File: config.mk
export PLATFORM = sky130hd
export DESIGN_NAME = beacon_vendor_element_extractor
export DESIGN_NICKNAME = d
export VERILOG_FILES = /design/src/bvex_pkg.sv /design/src/beacon_vendor_element_extractor.sv
export SDC_FILE = /design/constraint.sdc
export NUM_CORES = 1
export LEC_CHECK = 0
export BUFFER_PORTS_ARGS = -buffer_cell sky130_fd_sc_hd__buf_2
export CAP_MARGIN = 20
export CELL_PAD_IN_SITES_DETAIL_PLACEMENT = 0
export CELL_PAD_IN_SITES_GLOBAL_PLACEMENT = 1
export CORE_MARGIN = 4
export CORE_UTILIZATION = 39
export CTS_BUF_LIST = sky130_fd_sc_hd__clkbuf_16
export CTS_CLUSTER_DIAMETER = 40
export DETAILED_ROUTE_END_ITERATION = 10
export PLACE_DENSITY = 0.85
export SLEW_MARGIN = 20
export SYNTH_ARGS = -nofsm -noshare
export SYNTH_HDL_FRONTEND = slang
export SYNTH_SLANG_ARGS = --single-unit
File: constraint.sdc
create_clock -name clk -period 5.31 [get_ports clk]
set_input_delay 0.2655 -clock clk [delete_from_list [all_inputs] [get_ports clk]]
set_output_delay 0.2655 -clock clk [all_outputs]
set_load 0.01 [all_outputs]
File: src/bvex_pkg.sv
// ----------------------------------------------------------------------------
// bvex_pkg: shared types and constants of the beacon vendor element extractor
// Transaction payload types, header geometry and frame-control codes.
// ----------------------------------------------------------------------------
package bvex_pkg;

  // Length arithmetic width, fixed by the frame_len field
  localparam int LEN_BITS         = 12;
  localparam int MGMT_HEADER_LEN  = 24;
  localparam int BEACON_FIXED_LEN = 12;
  localparam int FCS_LEN          = 4;

  localparam int TSTART_W = 6;
  localparam logic [TSTART_W-1:0] TAGGED_START_BASE =
    TSTART_W'(MGMT_HEADER_LEN + BEACON_FIXED_LEN);
  localparam logic [TSTART_W-1:0] ORDER_EXTRA = TSTART_W'(4);
  localparam logic [LEN_BITS-1:0] LEN_MAX     = {LEN_BITS{1'b1}};

  localparam logic [7:0] FC_TYPE_MASK  = 8'hFC;
  localparam logic [7:0] FC_BEACON     = 8'h80;
  localparam int         ORDER_BIT     = 7;
  localparam int         VENDOR_HDR_LEN = 6;
  localparam logic [7:0] OUI_PLUS_TYPE = 8'd4;

  // Element header byte indexes
  localparam logic [2:0] HDR_ID   = 3'd0;
  localparam logic [2:0] HDR_LEN  = 3'd1;
  localparam logic [2:0] HDR_OUI0 = 3'd2;
  localparam logic [2:0] HDR_OUI1 = 3'd3;
  localparam logic [2:0] HDR_OUI2 = 3'd4;
  localparam logic [2:0] HDR_TYPE = 3'd5;

  // Configuration registers
  localparam int         CFG_ADDR_W            = 3;
  localparam logic       REG_TARGET_OUI        = 1'b0;
  localparam logic       REG_TARGET_ELEMENT_ID = 1'b1;
  localparam logic [23:0] TARGET_OUI_RST        = 24'hFA0BBC;
  localparam logic [7:0]  TARGET_ELEMENT_ID_RST = 8'hDD;

  typedef struct packed {
    logic                frame_start;
    logic                is_mgmt;
    logic [LEN_BITS-1:0] frame_len;
    logic [7:0]          data_byte;
  } bvex_in_t;

  typedef struct packed {
    logic [7:0] payload_byte;
    logic       first;
    logic       last;
    logic       truncated;
  } bvex_out_t;

endpackage

File: src/beacon_vendor_element_extractor.sv
// ----------------------------------------------------------------------------
// beacon_vendor_element_extractor: vendor-specific element payload extractor
// Walks received beacon frames byte by byte and emits the payload of the
// first vendor-specific element whose OUI matches the programmed value.
// ----------------------------------------------------------------------------
// Usage:
//   Input channel (in_valid / in_stall / in_data): one received frame byte
//   per transaction; frame_start, is_mgmt and frame_len are sampled on the
//   first byte of a frame. Non-beacon and non-management frames are dropped.
//   Output channel (out_valid / out_stall / out_data): one payload byte per
//   transaction, with first, last and truncated markers.
//   Configuration: APB-style port, target_oui at 0x0, target_element_id at
//   0x4. Write only while no frame is in flight.
// Timing:
//   One input transaction per cycle while in_stall is low. Each byte is decoded
//   by a single pass of logic between the walk state registers and the output
//   register, so a payload byte reaches out_data through that register.
// Stall:
//   The output register is backed by a one-entry skid register. in_stall
//   rises only once both hold a result, i.e. in the cycle after the receiver
//   stalled with a second result on the way; no result is lost.
// Reset:
//   Synchronous, active low. Returns the walk to idle, empties both output
//   entries and restores the register defaults (OUI FA:0B:BC, id 0xDD).
// ----------------------------------------------------------------------------
module beacon_vendor_element_extractor
  import bvex_pkg::*;
(
  input  logic                  clk,
  input  logic                  rst_n,
  // input channel
  input  logic                  in_valid,
  output logic                  in_stall,
  input  bvex_in_t              in_data,
  // result channel
  output logic                  out_valid,
  input  logic                  out_stall,
  output bvex_out_t             out_data,
  // configuration port
  input  logic                  psel,
  input  logic                  penable,
  input  logic                  pwrite,
  input  logic [CFG_ADDR_W-1:0] paddr,
  input  logic [31:0]           pwdata,
  output logic [31:0]           prdata,
  output logic                  pready
);

  typedef enum logic [2:0] {
    PH_IDLE,
    PH_SKIP,
    PH_HDR,
    PH_BODY,
    PH_PAYLOAD
  } phase_t;

  // configuration
  logic [23:0]         target_oui_r;
  logic [7:0]          target_element_id_r;

  // frame walk state
  phase_t              phase_r,       phase_nxt;
  logic [LEN_BITS-1:0] byte_pos_r,    byte_pos_nxt;
  logic [LEN_BITS-1:0] tagged_end_r,  tagged_end_nxt;
  logic [TSTART_W-1:0] tagged_start_r, tagged_start_nxt;
  logic [2:0]          hdr_idx_r,     hdr_idx_nxt;
  logic [7:0]          elem_rem_r,    elem_rem_nxt;
  logic                cand_r,        cand_nxt;
  logic [7:0]          pay_rem_r,     pay_rem_nxt;

  // output register and skid entry
  logic                out_valid_r;
  bvex_out_t           out_data_r;
  logic                skid_valid_r;
  bvex_out_t           skid_data_r;

  logic                accept;
  logic                emit;
  bvex_out_t           result;
  logic                cfg_wr;
  logic                out_free;

  assign pready   = 1'b1;
  assign cfg_wr   = psel & penable & pwrite & pready;
  assign in_stall = skid_valid_r;
  assign accept   = in_valid & ~skid_valid_r;
  assign out_free = ~out_valid_r | ~out_stall;
  assign out_valid = out_valid_r;
  assign out_data  = out_data_r;

  always_comb begin
    case (paddr[2])
      REG_TARGET_OUI:        prdata = {8'd0, target_oui_r};
      REG_TARGET_ELEMENT_ID: prdata = {24'd0, target_element_id_r};
      default:               prdata = 32'd0;
    endcase
  end

  function automatic logic [7:0] oui_byte(input logic [23:0] oui, input logic [2:0] idx);
    case (idx)
      HDR_OUI0: oui_byte = oui[23:16];
      HDR_OUI1: oui_byte = oui[15:8];
      HDR_OUI2: oui_byte = oui[7:0];
      default:  oui_byte = 8'd0;
    endcase
  endfunction

  // Single-pass decode of one frame byte
  always_comb begin
    logic [LEN_BITS-1:0] pos;
    logic [7:0]          b;
    logic                region_ends;

    pos              = byte_pos_r;
    b                = in_data.data_byte;
    region_ends      = 1'b0;
    phase_nxt        = phase_r;
    tagged_end_nxt   = tagged_end_r;
    tagged_start_nxt = tagged_start_r;
    hdr_idx_nxt      = hdr_idx_r;
    elem_rem_nxt     = elem_rem_r;
    cand_nxt         = cand_r;
    pay_rem_nxt      = pay_rem_r;
    emit             = 1'b0;
    result           = '0;
    result.payload_byte = b;

    if (in_data.frame_start) begin
      pos              = '0;
      tagged_start_nxt = TAGGED_START_BASE;
      tagged_end_nxt   = (in_data.frame_len >= LEN_BITS'(FCS_LEN)) ?
                         in_data.frame_len - LEN_BITS'(FCS_LEN) : '0;
      hdr_idx_nxt      = HDR_ID;
      elem_rem_nxt     = '0;
      cand_nxt         = 1'b0;
      pay_rem_nxt      = '0;
      phase_nxt = (in_data.is_mgmt && ((b & FC_TYPE_MASK) == FC_BEACON)) ?
                  PH_SKIP : PH_IDLE;
    end else begin
      // order bit in second frame-control byte adds the HT control field
      if (phase_nxt == PH_SKIP && pos == LEN_BITS'(1) && b[ORDER_BIT])
        tagged_start_nxt = tagged_start_nxt + ORDER_EXTRA;
      if (phase_nxt == PH_SKIP && pos >= LEN_BITS'(tagged_start_nxt)) begin
        phase_nxt   = PH_HDR;
        hdr_idx_nxt = HDR_ID;
      end
      // walk ran off the tagged region
      if ((phase_nxt == PH_HDR || phase_nxt == PH_BODY) && pos >= tagged_end_nxt)
        phase_nxt = PH_IDLE;

      case (phase_nxt)
        PH_HDR: begin
          if (hdr_idx_nxt == HDR_ID) begin
            cand_nxt = (b == target_element_id_r) &&
                       ({1'b0, pos} + (LEN_BITS+1)'(VENDOR_HDR_LEN) < {1'b0, tagged_end_nxt});
            hdr_idx_nxt = HDR_LEN;
          end else if (hdr_idx_nxt == HDR_LEN) begin
            elem_rem_nxt = b;
            if (b < OUI_PLUS_TYPE)
              cand_nxt = 1'b0;
            if (cand_nxt)
              hdr_idx_nxt = HDR_OUI0;
            else if (b == 8'd0)
              hdr_idx_nxt = HDR_ID;
            else
              phase_nxt = PH_BODY;
          end else begin
            elem_rem_nxt = elem_rem_nxt - 8'd1;
            if (hdr_idx_nxt <= HDR_OUI2 && b != oui_byte(target_oui_r, hdr_idx_nxt))
              cand_nxt = 1'b0;
            if (hdr_idx_nxt == HDR_TYPE) begin
              pay_rem_nxt = elem_rem_nxt;
              phase_nxt   = (elem_rem_nxt == 8'd0) ? PH_IDLE : PH_PAYLOAD;
              hdr_idx_nxt = HDR_ID;
            end else if (!cand_nxt) begin
              hdr_idx_nxt = HDR_ID;
              phase_nxt   = (elem_rem_nxt == 8'd0) ? PH_HDR : PH_BODY;
            end else begin
              hdr_idx_nxt = hdr_idx_nxt + 3'd1;
            end
          end
        end
        PH_BODY: begin
          elem_rem_nxt = elem_rem_nxt - 8'd1;
          if (elem_rem_nxt == 8'd0) begin
            phase_nxt   = PH_HDR;
            hdr_idx_nxt = HDR_ID;
          end
        end
        PH_PAYLOAD: begin
          // header index doubles as the payload-begun marker
          result.first = (hdr_idx_nxt == HDR_ID);
          region_ends  = ({1'b0, pos} + (LEN_BITS+1)'(1) >= {1'b0, tagged_end_nxt});
          pay_rem_nxt  = pay_rem_nxt - 8'd1;
          result.last      = (pay_rem_nxt == 8'd0) || region_ends;
          result.truncated = result.last && (pay_rem_nxt != 8'd0);
          emit        = 1'b1;
          hdr_idx_nxt = HDR_LEN;
          if (result.last) begin
            phase_nxt   = PH_IDLE;
            hdr_idx_nxt = HDR_ID;
          end
        end
        default: ;
      endcase
    end

    // saturate on overlong frames
    byte_pos_nxt = (pos < LEN_MAX) ? pos + LEN_BITS'(1) : LEN_MAX;
  end

  always_ff @(posedge clk) begin
    if (!rst_n) begin
      target_oui_r        <= TARGET_OUI_RST;
      target_element_id_r <= TARGET_ELEMENT_ID_RST;
      phase_r             <= PH_IDLE;
      byte_pos_r          <= '0;
      tagged_end_r        <= '0;
      tagged_start_r      <= '0;
      hdr_idx_r           <= HDR_ID;
      elem_rem_r          <= '0;
      cand_r              <= 1'b0;
      pay_rem_r           <= '0;
      out_valid_r         <= 1'b0;
      skid_valid_r        <= 1'b0;
    end else begin
      if (cfg_wr) begin
        case (paddr[2])
          REG_TARGET_OUI:        target_oui_r        <= pwdata[23:0];
          REG_TARGET_ELEMENT_ID: target_element_id_r <= pwdata[7:0];
          default: ;
        endcase
      end

      // advance the walk on every accepted byte
      if (accept) begin
        phase_r        <= phase_nxt;
        byte_pos_r     <= byte_pos_nxt;
        tagged_end_r   <= tagged_end_nxt;
        tagged_start_r <= tagged_start_nxt;
        hdr_idx_r      <= hdr_idx_nxt;
        elem_rem_r     <= elem_rem_nxt;
        cand_r         <= cand_nxt;
        pay_rem_r      <= pay_rem_nxt;
      end

      // output register drains first from skid, else takes the new result
      if (out_free) begin
        out_valid_r  <= skid_valid_r | (accept & emit);
        out_data_r   <= skid_valid_r ? skid_data_r : result;
        skid_valid_r <= 1'b0;
      end else if (accept & emit) begin
        skid_valid_r <= 1'b1;
        skid_data_r  <= result;
      end
    end
  end

endmodule

Yosys cells after proc, flatten, opt, wreduce, memory -nomap -nowiden. Index checks and enable logic that the tools add are counted.

$lt $le $gt $ge: 8. Bitwise operators: 12. Add/subtract/negate cells: 8. Reductions and logical operators: 27. Equal/unequal tests: 18. Multiplexer cells: 69.

Operators by type and width (number): 8-bit 2-to-1 mux (11); 3-bit 2-to-1 mux (26); 32-bit one-hot mux with 2 select lines (1); 12-bit 2-to-1 mux (3); 8-bit one-hot mux with 2 select lines (2); 8-bit zero test (3); 8-bit one-hot mux with 3 select lines (1); 1-bit 2-to-1 mux (19); 3-bit by 2-bit equality test with 1-bit output (second input constant) (6); 6-bit 2-to-1 mux (3); 3-bit one-hot mux with 3 select lines (2); 8-bit by 1-bit subtractor with 8-bit output (second input constant) (2); 12-bit by 1-bit adder with 13-bit output (second input constant) (1); 12-bit by 3-bit adder with 13-bit output (second input constant) (1); 13-bit by 12-bit greater-or-equal comparator with 1-bit output (1); 13-bit by 12-bit less-than comparator with 1-bit output (1); 12-bit by 1-bit adder with 12-bit output (second input constant) (1); 12-bit by 1-bit equality test with 1-bit output (second input constant) (1); 12-bit greater-or-equal comparator (1); 12-bit by 3-bit greater-or-equal comparator with 1-bit output (second input constant) (1); 12-bit by 6-bit greater-or-equal comparator with 1-bit output (1); 12-bit less-than comparator (second input constant) (1); 12-bit by 3-bit subtractor with 12-bit output (second input constant) (1); 11-bit 2-to-1 mux (1); other kinds (23) (51).

Register bits after elaboration: 109. Output and inout bits: 46. Input port bits: 64.

Depth between registers and ports, before layout. Gate-level depths: netlist of the first run.

Word-level depth: 30. Mapped depth: 24.

Worst setup path before layout of the first run. OpenSTA, ideal clock, no wires.

Path kind: register -> register. Start: reg phase_r[1]. End: reg phase_r[0]. Stages on the path, launching flop included: 25. Library setup time: 0.122 ns. Buffers on the path: 3. Arrival time: 5.445 ns. Data required time: 5.188 ns. Setup slack: -0.257 ns. Path through: dfxtp_1 > buf_6 > or3b_4 > buf_6 > nor3_1 > nand4_1 > xor2_1 > ha_1 > a21oi_1 > nand3_2 > o21bai_1 > and2_1 > inv_1 > ha_1 > and2_1 > buf_1 > a32oi_2 > o31ai_1 > or3_1 > a22o_1 > nor4_2 > a21oi_2 > or3_1 > a311oi_1 > nor2_1.

Word-level cells in the longest chain between the ends: 28. Elaborated cells between the ends (all ways): 49.

RTL lines: from (decl) (RTL line beacon_vendor_element_extractor.sv:62) `phase_t phase_r, phase_nxt;`; from (signal assigned) (RTL line beacon_vendor_element_extractor.sv:237) `phase_r <= phase_nxt;`; 3-bit by 1-bit equality test with 1-bit output (RTL line beacon_vendor_element_extractor.sv:141, beacon_vendor_element_extractor.sv:143); 1-bit logical AND (2 in series) (RTL line beacon_vendor_element_extractor.sv:141) `if (phase_nxt == PH_SKIP && pos == LEN_BITS'(1) && b[ORDER_BIT])`; 6-bit 2-to-1 mux (RTL line beacon_vendor_element_extractor.sv:141); 6-bit 2-to-1 mux (RTL line beacon_vendor_element_extractor.sv:128) `if (in_data.frame_start) begin`; 12-bit by 6-bit greater-or-equal comparator with 1-bit output (RTL line beacon_vendor_element_extractor.sv:143) `if (phase_nxt == PH_SKIP && pos >= LEN_BITS'(tagged_start_nxt)) begin`; 1-bit logical AND (RTL line beacon_vendor_element_extractor.sv:143); 3-bit 2-to-1 mux (RTL line beacon_vendor_element_extractor.sv:143); 3-bit 2-to-1 mux (RTL line beacon_vendor_element_extractor.sv:128); [11 not listed]; 1-bit 2-to-1 mux (RTL line beacon_vendor_element_extractor.sv:151) `case (phase_nxt)`; 1-bit 2-to-1 mux (RTL line beacon_vendor_element_extractor.sv:128); 3-bit 2-to-1 mux (RTL line beacon_vendor_element_extractor.sv:175) `end else if (!cand_nxt) begin`; 3-bit 2-to-1 mux (RTL line beacon_vendor_element_extractor.sv:171) `if (hdr_idx_nxt == HDR_TYPE) begin`; 3-bit 2-to-1 mux (RTL line beacon_vendor_element_extractor.sv:157) `end else if (hdr_idx_nxt == HDR_LEN) begin`; 3-bit 2-to-1 mux (RTL line beacon_vendor_element_extractor.sv:153) `if (hdr_idx_nxt == HDR_ID) begin`; 3-bit one-hot mux with 3 select lines * (RTL line beacon_vendor_element_extractor.sv:151); 3-bit 2-to-1 mux * (RTL line beacon_vendor_element_extractor.sv:128).

Mark *: on every way between the ends. The rest lies on a longest branch, timed or not. The select of a mux whose other input is x is not followed. A chain may end at the register's enable or synchronous reset.

Final worst setup path of the first run.
Start: reg byte_pos_r[11]. End: reg phase_r[0].

Word-level cells in the longest chain between the ends: 28. Elaborated cells between the ends (all ways): 53.

RTL lines: from (decl) (RTL line beacon_vendor_element_extractor.sv:63) `logic [LEN_BITS-1:0] byte_pos_r, byte_pos_nxt;`; from (signal assigned) (RTL line beacon_vendor_element_extractor.sv:238) `byte_pos_r <= byte_pos_nxt;`; 12-bit by 1-bit equality test with 1-bit output (RTL line beacon_vendor_element_extractor.sv:141); 1-bit logical AND (2 in series) (RTL line beacon_vendor_element_extractor.sv:141); 6-bit 2-to-1 mux (RTL line beacon_vendor_element_extractor.sv:141); 6-bit 2-to-1 mux (RTL line beacon_vendor_element_extractor.sv:128); 12-bit by 6-bit greater-or-equal comparator with 1-bit output (RTL line beacon_vendor_element_extractor.sv:143); 1-bit logical AND (RTL line beacon_vendor_element_extractor.sv:143); 3-bit 2-to-1 mux (RTL line beacon_vendor_element_extractor.sv:143); 3-bit 2-to-1 mux (RTL line beacon_vendor_element_extractor.sv:128); [11 not listed]; 1-bit 2-to-1 mux (RTL line beacon_vendor_element_extractor.sv:151); 1-bit 2-to-1 mux (RTL line beacon_vendor_element_extractor.sv:128); 3-bit 2-to-1 mux (RTL line beacon_vendor_element_extractor.sv:175); 3-bit 2-to-1 mux (RTL line beacon_vendor_element_extractor.sv:171); 3-bit 2-to-1 mux (RTL line beacon_vendor_element_extractor.sv:157); 3-bit 2-to-1 mux (RTL line beacon_vendor_element_extractor.sv:153); 3-bit one-hot mux with 3 select lines * (RTL line beacon_vendor_element_extractor.sv:151); 3-bit 2-to-1 mux * (RTL line beacon_vendor_element_extractor.sv:128).

Marks and branches as above.

==> reports/qor.tcl, run 1 <==
set qor(power.leakage_uw) 0.00353
set qor(num_vias) 6620
set qor(start_util) 0.398
set qor(cts_tree) {built}
set qor(wire_length_of_the_first_global_routing_pass_mm) 31.8
set qor(die_width_um) 146
set qor(number_of_filler_cells_placed_in_the_layout) 1883
set qor(post-layout-total-power_uw) 1970
set qor(hold_viol) 0
set qor(min-delay-start) {pwdata[21]}
set qor(synth_seq_cells) 107
set qor(critPathLaunchType) {flip-flop}
set qor(detail-route-antenna-nets) 0
set qor(cp.required_ns) 5.56
set qor(netSwitchingPower_uw) 592
set qor(ios) 110
set qor(grt.overflow.total) 0
set qor(detail_route.first_pass.iterations) 7
set qor(timing.critical_path.slowest_stage_cell) {sky130_fd_sc_hd__or3_1}
set qor(final.period_utilization) 0.935
set qor(timing.critical_path.buf_inv) 1
set qor(yosysSeqAreaShare) 0.318
set qor(final_common_cell) {sky130_fd_sc_hd__nand2_1}
set qor(diodes) 0
set qor(vdd.ir_drop.worst_mv) 0.155
set qor(setup-violations-final) 0
set qor(status) {finished clean}
set qor(clock_buffers_created_by_tritoncts) 9
set qor(pin_count_of_the_biggest_net_entering_global_routing) 46
set qor(cells_traversed_along_the_worst_timing_path) {nor4_4, nand2_1, nor3_4, nand4_1, xor2_1, ha_1, a21oi_2, nand3_2, o21bai_4, and2_4, inv_1, ha_1, and2_2, a32oi_2, o31ai_1, or3_1, a22o_1, nor4_2, a21oi_2, or3_1, a311oi_2, nor2_1}
set qor(synthDistinctLibCells) 73
set qor(worst_slew_pin_tran_ns) 0.947
set qor(antenna_violations_before_repair) 0
set qor(worst-path-max-fanout) 6
set qor(worst-setup-path-type) {flip-flop to flip-flop}
set qor(globalplace.congestion) 0.908
set qor(postLayoutCoreUtil) 0.455
set qor(comb_power_share) 0.187
set qor(fp.coreArea_um2) 18700
set qor(drt_iter0_drc) 303
set qor(layout.cells.most_common_list) {sky130_fd_sc_hd__nand2_1 (110), sky130_fd_sc_hd__buf_2 (90), sky130_fd_sc_hd__dfxtp_1 (85), sky130_fd_sc_hd__ha_1 (57), sky130_fd_sc_hd__nor2_1 (54)}
set qor(final-max-slew-violation-count) 0
set qor(buffer_ports.inserted) 90
set qor(post_synth_edffs) 22
set qor(startpoint) {byte_pos_r[11]}
set qor(cts_max_level) 3
set qor(netSwitchingFraction) 0.301
set qor(clock_path_buffers) 2
set qor(drt_drc) 0
set qor(ys_flop_type) {sky130_fd_sc_hd__dfxtp_1}
set qor(fin_worst_skew_ns) 0.00961
set qor(rsz0062_at_grt) {false}
set qor(cp.arrival_ns) 5.22
set qor(setup_total_negative_slack_ns) 0
set qor(cts.hold.buffers_added) 0
set qor(cts_root_buf) {sky130_fd_sc_hd__clkbuf_16}
set qor(nets) 1103
set qor(track_usage) 0.179
set qor(place_hpwl_mm) 14.4
set qor(routed_wire_length_per_instance_um) 15.9
set qor(clock_latency_on_the_worst_skew_pair_ns) 0.37
set qor(area_growth_pct) 14.5
set qor(library_cell_with_the_largest_summed_area_after_synthesis) {sky130_fd_sc_hd__dfxtp_1}
set qor(netlist_area_um2) 7440
set qor(grt_pass1_vias) 6323
set qor(cellPowerDensity_nw_per_um2) 231
set qor(cts.reportedPaths.clkPinSlew_ns) 0.08
set qor(fraction_of_synthesized_cell_area_taken_by_the_top_area_cell_type) 0.229
set qor(internal-power_uw) 1380
set qor(yosysWarningCount) 0
set qor(postRouteWirelength_mm) 19.4
set qor(maxClockFrequency_mhz) 201
set qor(worst_path_dominant_cell_family) {simple AND/OR/NAND/NOR gates}
set qor(timing.final.crit_period_ns) 4.97
set qor(critical_path.max_stage_delay_ns) 0.40
set qor(synthCells) 902
set qor(worstReg2RegStart) {byte_pos_r[11]}
set qor(max-cap-violations) 0
set qor(async_reset_ff_frac) 0
set qor(per_instance_average_area_after_synthesis_um2) 8.24
set qor(chipHeight_um) 146
set qor(netlist_top_cells_area) {sky130_fd_sc_hd__dfxtp_1 (23%), sky130_fd_sc_hd__ha_1 (9.6%), sky130_fd_sc_hd__edfxtp_1 (8.9%)}
set qor(vias_per_cell) 5.42
set qor(p_clk_frac) 0.366
set qor(worst_slew_margin_rel) 0.369
set qor(placed_cells_incl_taps) 1201
set qor(clock-sinks) 107
set qor(seq_power_share) 0.447
set qor(fin_cells) 1221
set qor(placementRows) 50
set qor(crit_path_end_kind) {flip-flop}
set qor(share_of_post_route_cells_with_drive_strength_above_1) 0.184
set qor(floorplan.die_area_um2) 21300
set qor(hp-class) {input pin to flip-flop}
==> final timing paths <==
kind	slack, ns	cells after the start	endpoint
worst max-delay path	0.34	22	phase_r[0]
worst max register to register	0.34	22	phase_r[0]
worst min register to register	0.47	2	hdr_idx_r[1]
worst min-delay path	0.1	3	target_oui_r[21]
==> Yosys cell counts, drive strengths merged, types with 32 or more instances <==
master,n
nand2,110
dfxtp,85
ha,57
nor2,55
o21ai,48
nor2b,44
a21oi,41
nand3,41
nor3,41
clkbuf,38
inv,35
xor2,32
==> repair_timing <==
item | 4_1_cts | 5_1_grt
setup endpoints to repair | 0 | 6
gates resized for setup | 0 | 7
setup buffers | 0 | 4
==> worst min-delay path, cell delays in order <==
cell	delay, ns
sky130_fd_sc_hd__buf_2	0.07
sky130_fd_sc_hd__nand2_1	0.04
sky130_fd_sc_hd__nand3_1	0.06
==> per-stage QoR <==
stage	instance area (um^2)	setup WS (ns)	hold slack [ns]
floorplan	7470	0.0202	0.364
global route	8520	0.0415	0.101
CTS	8450	0.0781	0.0897
detailed placement	8130	0.114	0.466
global placement	8130	0.227	0.450
finish	8520	0.344	0.0966
==> state kept, by name, indices dropped and copies added, names as in the netlist, 3 cells and up <==
| name | flops |
|---|---|
| byte_pos_r | 12 |
| elem_rem_r | 8 |
| hdr_idx_r | 3 |
| out_data | 11 |
| pay_rem_r | 8 |
| phase_r | 3 |
| skid_data_r | 11 |
| tagged_end_r | 12 |
| tagged_start_r | 4 |
| target_element_id_r | 8 |
| target_oui_r | 24 |
==> logic make-up (layout without fill, tap and decap cells) <==
| group | count (synthesis) | count (layout) | synth area share |
|---|---|---|---|
| multiplexers | 27 | 27 | 0.0395 |
| AO/OA/AOI/OAI | 205 | 205 | 0.187 |
| XOR/XNOR | 54 | 54 | 0.0636 |
| buffers and inverters | 95 | 173 | 0.0569 |
| flip-flops | 107 | 107 | 0.318 |
| adder cells (fa/ha/maj) | 57 | 57 | 0.0959 |
| AND/OR/NAND/NOR | 355 | 355 | 0.238 |
| other | 2 | 9 | 0.00101 |
==> power by group through the flow <==
stage / Clock (uW) / Combinational, uW / Sequential, uW
3_3_place_gp: 0 / 358 / 898
3_5_place_dp: 0 / 361 / 899
6_report: 720 / 368 / 880
5_1_grt: 760 / 417 / 884
4_1_cts: 732 / 365 / 880
2_1_floorplan: 0 / 246 / 896
==> per-layer routing <==
layer / GRT usage / routed length, um
met2: 0.288 / 8880
met5: 0 / 0
met4: 0.0405 / 227
met1: 0.251 / 9570
met3: 0.0310 / 714
==> cell type report <==
cell class,instances,area [um^2],share of cell area
tap,234,293,0.0344
multi-input combinational,707,4720,0.555
clock inverter,6,65.1,0.00764
sequential,107,2360,0.277
clock buffer,10,250,0.0294
timing repair buffer,122,691,0.0811
inverter,35,131,0.0154
Power figures use the tool's default switching activity.
==> inputs of run 2 (changes only) <==
ABC_AREA = 1   (was not set)
CORE_UTILIZATION = 38   (was 39)
==> reports/qor.tcl, run 2 <==
set qor(p_clk_frac) 0.370 ;# +0.004
set qor(synth_top_cells_by_count) {sky130_fd_sc_hd__nand2_1 (186), sky130_fd_sc_hd__inv_1 (138), sky130_fd_sc_hd__nor2_1 (106)}
set qor(power.leakage_uw) 0.00383 ;# +8.4%
set qor(synth_seq_cells) 107 ;# unchanged
set qor(critPathLaunchType) {flip-flop}
set qor(multi_input_comb_area_um2) 4240 ;# -10%
set qor(cts_root_buf) {sky130_fd_sc_hd__clkbuf_16}
set qor(fp.coreArea_um2) 19400 ;# +3.7%
set qor(internal-power_uw) 1380 ;# +0.29%
set qor(cts.hold.buffers_added) 0 ;# unchanged
set qor(final-max-slew-violation-count) 0 ;# unchanged
set qor(cp.arrival_ns) 4.78 ;# -0.44 ns
set qor(detail-route-antenna-nets) 0 ;# unchanged
set qor(number_of_filler_cells_placed_in_the_layout) 2042 ;# +8.4%
set qor(postRouteWirelength_mm) 20.7 ;# +6.5%
set qor(antenna_violations_before_repair) 0 ;# unchanged
set qor(worst_slew_margin_rel) 0.400 ;# +0.0311
set qor(postCtsResizedCells) 0 ;# unchanged
set qor(ios) 110 ;# unchanged
set qor(wl_met3_um) 976 ;# +37%
set qor(drt_drc) 0 ;# unchanged
set qor(worst-setup-path-type) {flip-flop to flip-flop}
set qor(synthDistinctLibCells) 55 ;# -25%
set qor(ys_flop_type) {sky130_fd_sc_hd__dfxtp_1}
set qor(cts.reportedPaths.clkPinSlew_ns) 0.08 ;# about the same
set qor(hp-class) {input pin to flip-flop}
set qor(chipHeight_um) 148 ;# +1.5%
set qor(post-layout-total-power_uw) 2000 ;# +1.7%
set qor(placed_cells_incl_taps) 1365 ;# +14%
set qor(track_usage) 0.185 ;# +0.00697
set qor(detail_route.first_pass.iterations) 6 ;# -1
set qor(fin_cells) 1381 ;# +13%
set qor(die_width_um) 148 ;# +1.5%
set qor(worst_path_dominant_cell_family) {simple AND/OR/NAND/NOR gates}
set qor(hold_slack_ns) 0.113 ;# +0.0167 ns
set qor(async_reset_ff_frac) 0 ;# unchanged
set qor(hold_viol) 0 ;# unchanged
set qor(cellPowerDensity_nw_per_um2) 241 ;# +4.2%
set qor(worst_slew_pin_tran_ns) 0.897 ;# -0.0500 ns
set qor(place_hpwl_mm) 15.6 ;# +8.9%
set qor(rsz0062_at_grt) {false}
set qor(netlist_area_um2) 7470 ;# +0.47%
set qor(floorplan.die_area_um2) 22000 ;# +2.9%
set qor(timing.final.crit_period_ns) 4.48 ;# -0.483 ns
set qor(per_instance_average_area_after_synthesis_um2) 7.17 ;# -13%
set qor(area_growth_pct) 11.3
set qor(yosys.cell_count.top_type) {sky130_fd_sc_hd__nand2_1}
set qor(maxClockFrequency_mhz) 223 ;# +11%
set qor(status) {finished clean}
set qor(comb_power_share) 0.187 ;# about the same
set qor(clock-sinks) 107 ;# unchanged
set qor(register_area_um2) 2360 ;# unchanged
set qor(share_of_post_route_cells_with_drive_strength_above_1) 0.129 ;# -0.0554
set qor(drt_iter0_drc) 482 ;# +59%
set qor(vdd.ir_drop.worst_mv) 0.153 ;# -1.3%
set qor(buffer_ports.inserted) 90 ;# unchanged
set qor(dr.max_layer_used) {met4}
set qor(yosysSeqAreaShare) 0.316 ;# -0.00149
set qor(clock_latency_on_the_worst_skew_pair_ns) 0.36 ;# about the same
set qor(worst-path-max-fanout) 12 ;# +6
set qor(cts_setup_buffers) 0 ;# unchanged
set qor(cts_max_level) 3 ;# unchanged
set qor(grt_pass1_vias) 6368 ;# +0.71%
set qor(fin_worst_skew_ns) 0.0132 ;# +0.00359 ns
set qor(timing.critical_path.buf_inv) 4 ;# +3
set qor(postLayoutCoreUtil) 0.429 ;# -0.0268
set qor(reg_top3) {target_oui_r: 24 flops, byte_pos_r: 12 flops, tagged_end_r: 12 flops}
set qor(post_synth_edffs) 22 ;# unchanged
set qor(reg2reg_slack_ns) 0.83 ;# +0.48 ns
set qor(cp.required_ns) 5.60 ;# +0.04 ns
set qor(netSwitchingPower_uw) 622 ;# +5.0%
set qor(library_cell_with_the_largest_summed_area_after_synthesis) {sky130_fd_sc_hd__dfxtp_1}
set qor(layout.cells.most_common_list) {sky130_fd_sc_hd__nand2_1 (186), sky130_fd_sc_hd__inv_1 (138), sky130_fd_sc_hd__nor2_1 (106), sky130_fd_sc_hd__a21oi_1 (96), sky130_fd_sc_hd__buf_2 (90)}
set qor(clock_path_buffers) 2 ;# unchanged
set qor(final_common_cell) {sky130_fd_sc_hd__nand2_1}
set qor(wl_met2_mm) 9.12 ;# +2.7%
set qor(crit_path_end_kind) {flip-flop}
set qor(setup-violations-final) 0 ;# unchanged
set qor(wire_length_of_the_first_global_routing_pass_mm) 33.0 ;# +4.0%
set qor(setup_total_negative_slack_ns) 0 ;# unchanged
set qor(yosysWarningCount) 0 ;# unchanged
set qor(critical_path.max_stage_delay_ns) 0.36 ;# -0.04 ns
set qor(globalplace.congestion) 0.929 ;# +2.3%
set qor(num_vias) 6991 ;# +5.6%
set qor(diodes) 0 ;# unchanged
set qor(netlist_top_cells_area) {sky130_fd_sc_hd__dfxtp_1 (23%), sky130_fd_sc_hd__ha_1 (9.5%), sky130_fd_sc_hd__nand2_1 (9.3%)}
set qor(netSwitchingFraction) 0.311 ;# +0.00977
set qor(placementRows) 51 ;# +2.0%
set qor(critPathMostFrequentCell) {sky130_fd_sc_hd__nand2_1}
set qor(nets) 1232 ;# +12%
set qor(fraction_of_synthesized_cell_area_taken_by_the_top_area_cell_type) 0.228 ;# -0.00107
set qor(final.period_utilization) 0.844 ;# -0.0909
set qor(max-cap-violations) 0 ;# unchanged
set qor(start_util) 0.385 ;# -0.0124
set qor(met1_layer_wirelength_in_the_final_routing_mm) 10.3 ;# +7.2%
set qor(vias_per_cell) 5.06 ;# -6.6%
set qor(registers.top_by_ff_count) {target_oui_r}
set qor(timing.critical_path.slowest_stage_cell) {sky130_fd_sc_hd__ha_1}
set qor(grt.overflow.total) 0 ;# unchanged
set qor(largest_register_ffs) 24 ;# unchanged
set qor(seq_power_share) 0.444 ;# -0.003
set qor(pin_count_of_the_biggest_net_entering_global_routing) 45 ;# -2.2%
set qor(clock_buffers_created_by_tritoncts) 9 ;# unchanged
set qor(synthCells) 1042 ;# +16%
set qor(cts_tree) {built}
set qor(routed_wire_length_per_instance_um) 15.0 ;# -5.8%
[run 2: cell types whose count changed in the layout (fill, tap and decap cells not counted), sizes merged, moves of 23 or more]
cell    change
nor2b      -44
a21boi     -23
a21oi      +56
nor3       -24
o21ai      +39
nand4      +23
nand2      +84
buf        -26
nor2       +56
inv       +110
[run 2: cell families after synthesis]
group | Yosys count | share of synthesized area
compound gates | 224 | 0.165
buf+inv | 192 | 0.119
xor+xnor | 47 | 0.0551
simple gates | 413 | 0.248
fa+ha+maj | 57 | 0.0955
flops | 107 | 0.316
other cells | 2 | 0.00101
[run 2: final cells by class]
cell class | instances | share of cell area
well taps | 265 | 0.0399
repair buffers | 96 | 0.0596
clock inverters | 7 | 0.0117
multi-input cells | 750 | 0.511
inverters | 147 | 0.0670
clock buffers | 9 | 0.0271
flip-flops and latches | 107 | 0.284
[run 2: metal layers]
layer,track usage,up-vias
met1,0.277,3228
met3,0.0283,17
met2,0.281,162
met5,0,-
li1,-,3584
met4,0.0467,0
[run 2: worst register-to-register path, delay by kind of cell (launching register included)]
| family | cells | cell delay [ns] |
|---|---|---|
| xor gates and xnor gates | 1 | 0.17 |
| DFF | 1 | 0.35 |
| adders and majority gates | 4 | 1.00 |
| AOI/OAI and AO/OA | 2 | 0.22 |
| and+or+nand+nor | 21 | 2.04 |
| buffers and inverters | 4 | 0.64 |
[run 2: power by group through the flow]
stage | Combinational [uW] | Sequential (uW) | Clock, uW
5_1_grt | 424 | 892 | 789
3_5_place_dp | 370 | 906 | 0
3_3_place_gp | 366 | 906 | 0
4_1_cts | 373 | 888 | 758
6_report | 373 | 888 | 740
2_1_floorplan | 263 | 899 | 0
[run 2: final timing paths]
| path | startpoint | end | depth (start not counted) |
|---|---|---|---|
| max | byte_pos_r[1] | hdr_idx_r[1] | 32 |
| min | pwdata[22] | target_oui_r[22] | 3 |
| max reg2reg | byte_pos_r[1] | hdr_idx_r[1] | 32 |
| min reg2reg | tagged_end_r[6] | tagged_end_r[6] | 2 |
[run 2: per-stage QoR]
step / area, um^2 / worst slack [ns]
2_1_floorplan: 7500 / 1.11
3_3_place_gp: 7990 / 0.881
3_5_place_dp: 7990 / 0.847
4_1_cts: 8310 / 0.808
5_1_grt: 8310 / 0.341
6_report: 8310 / 0.826
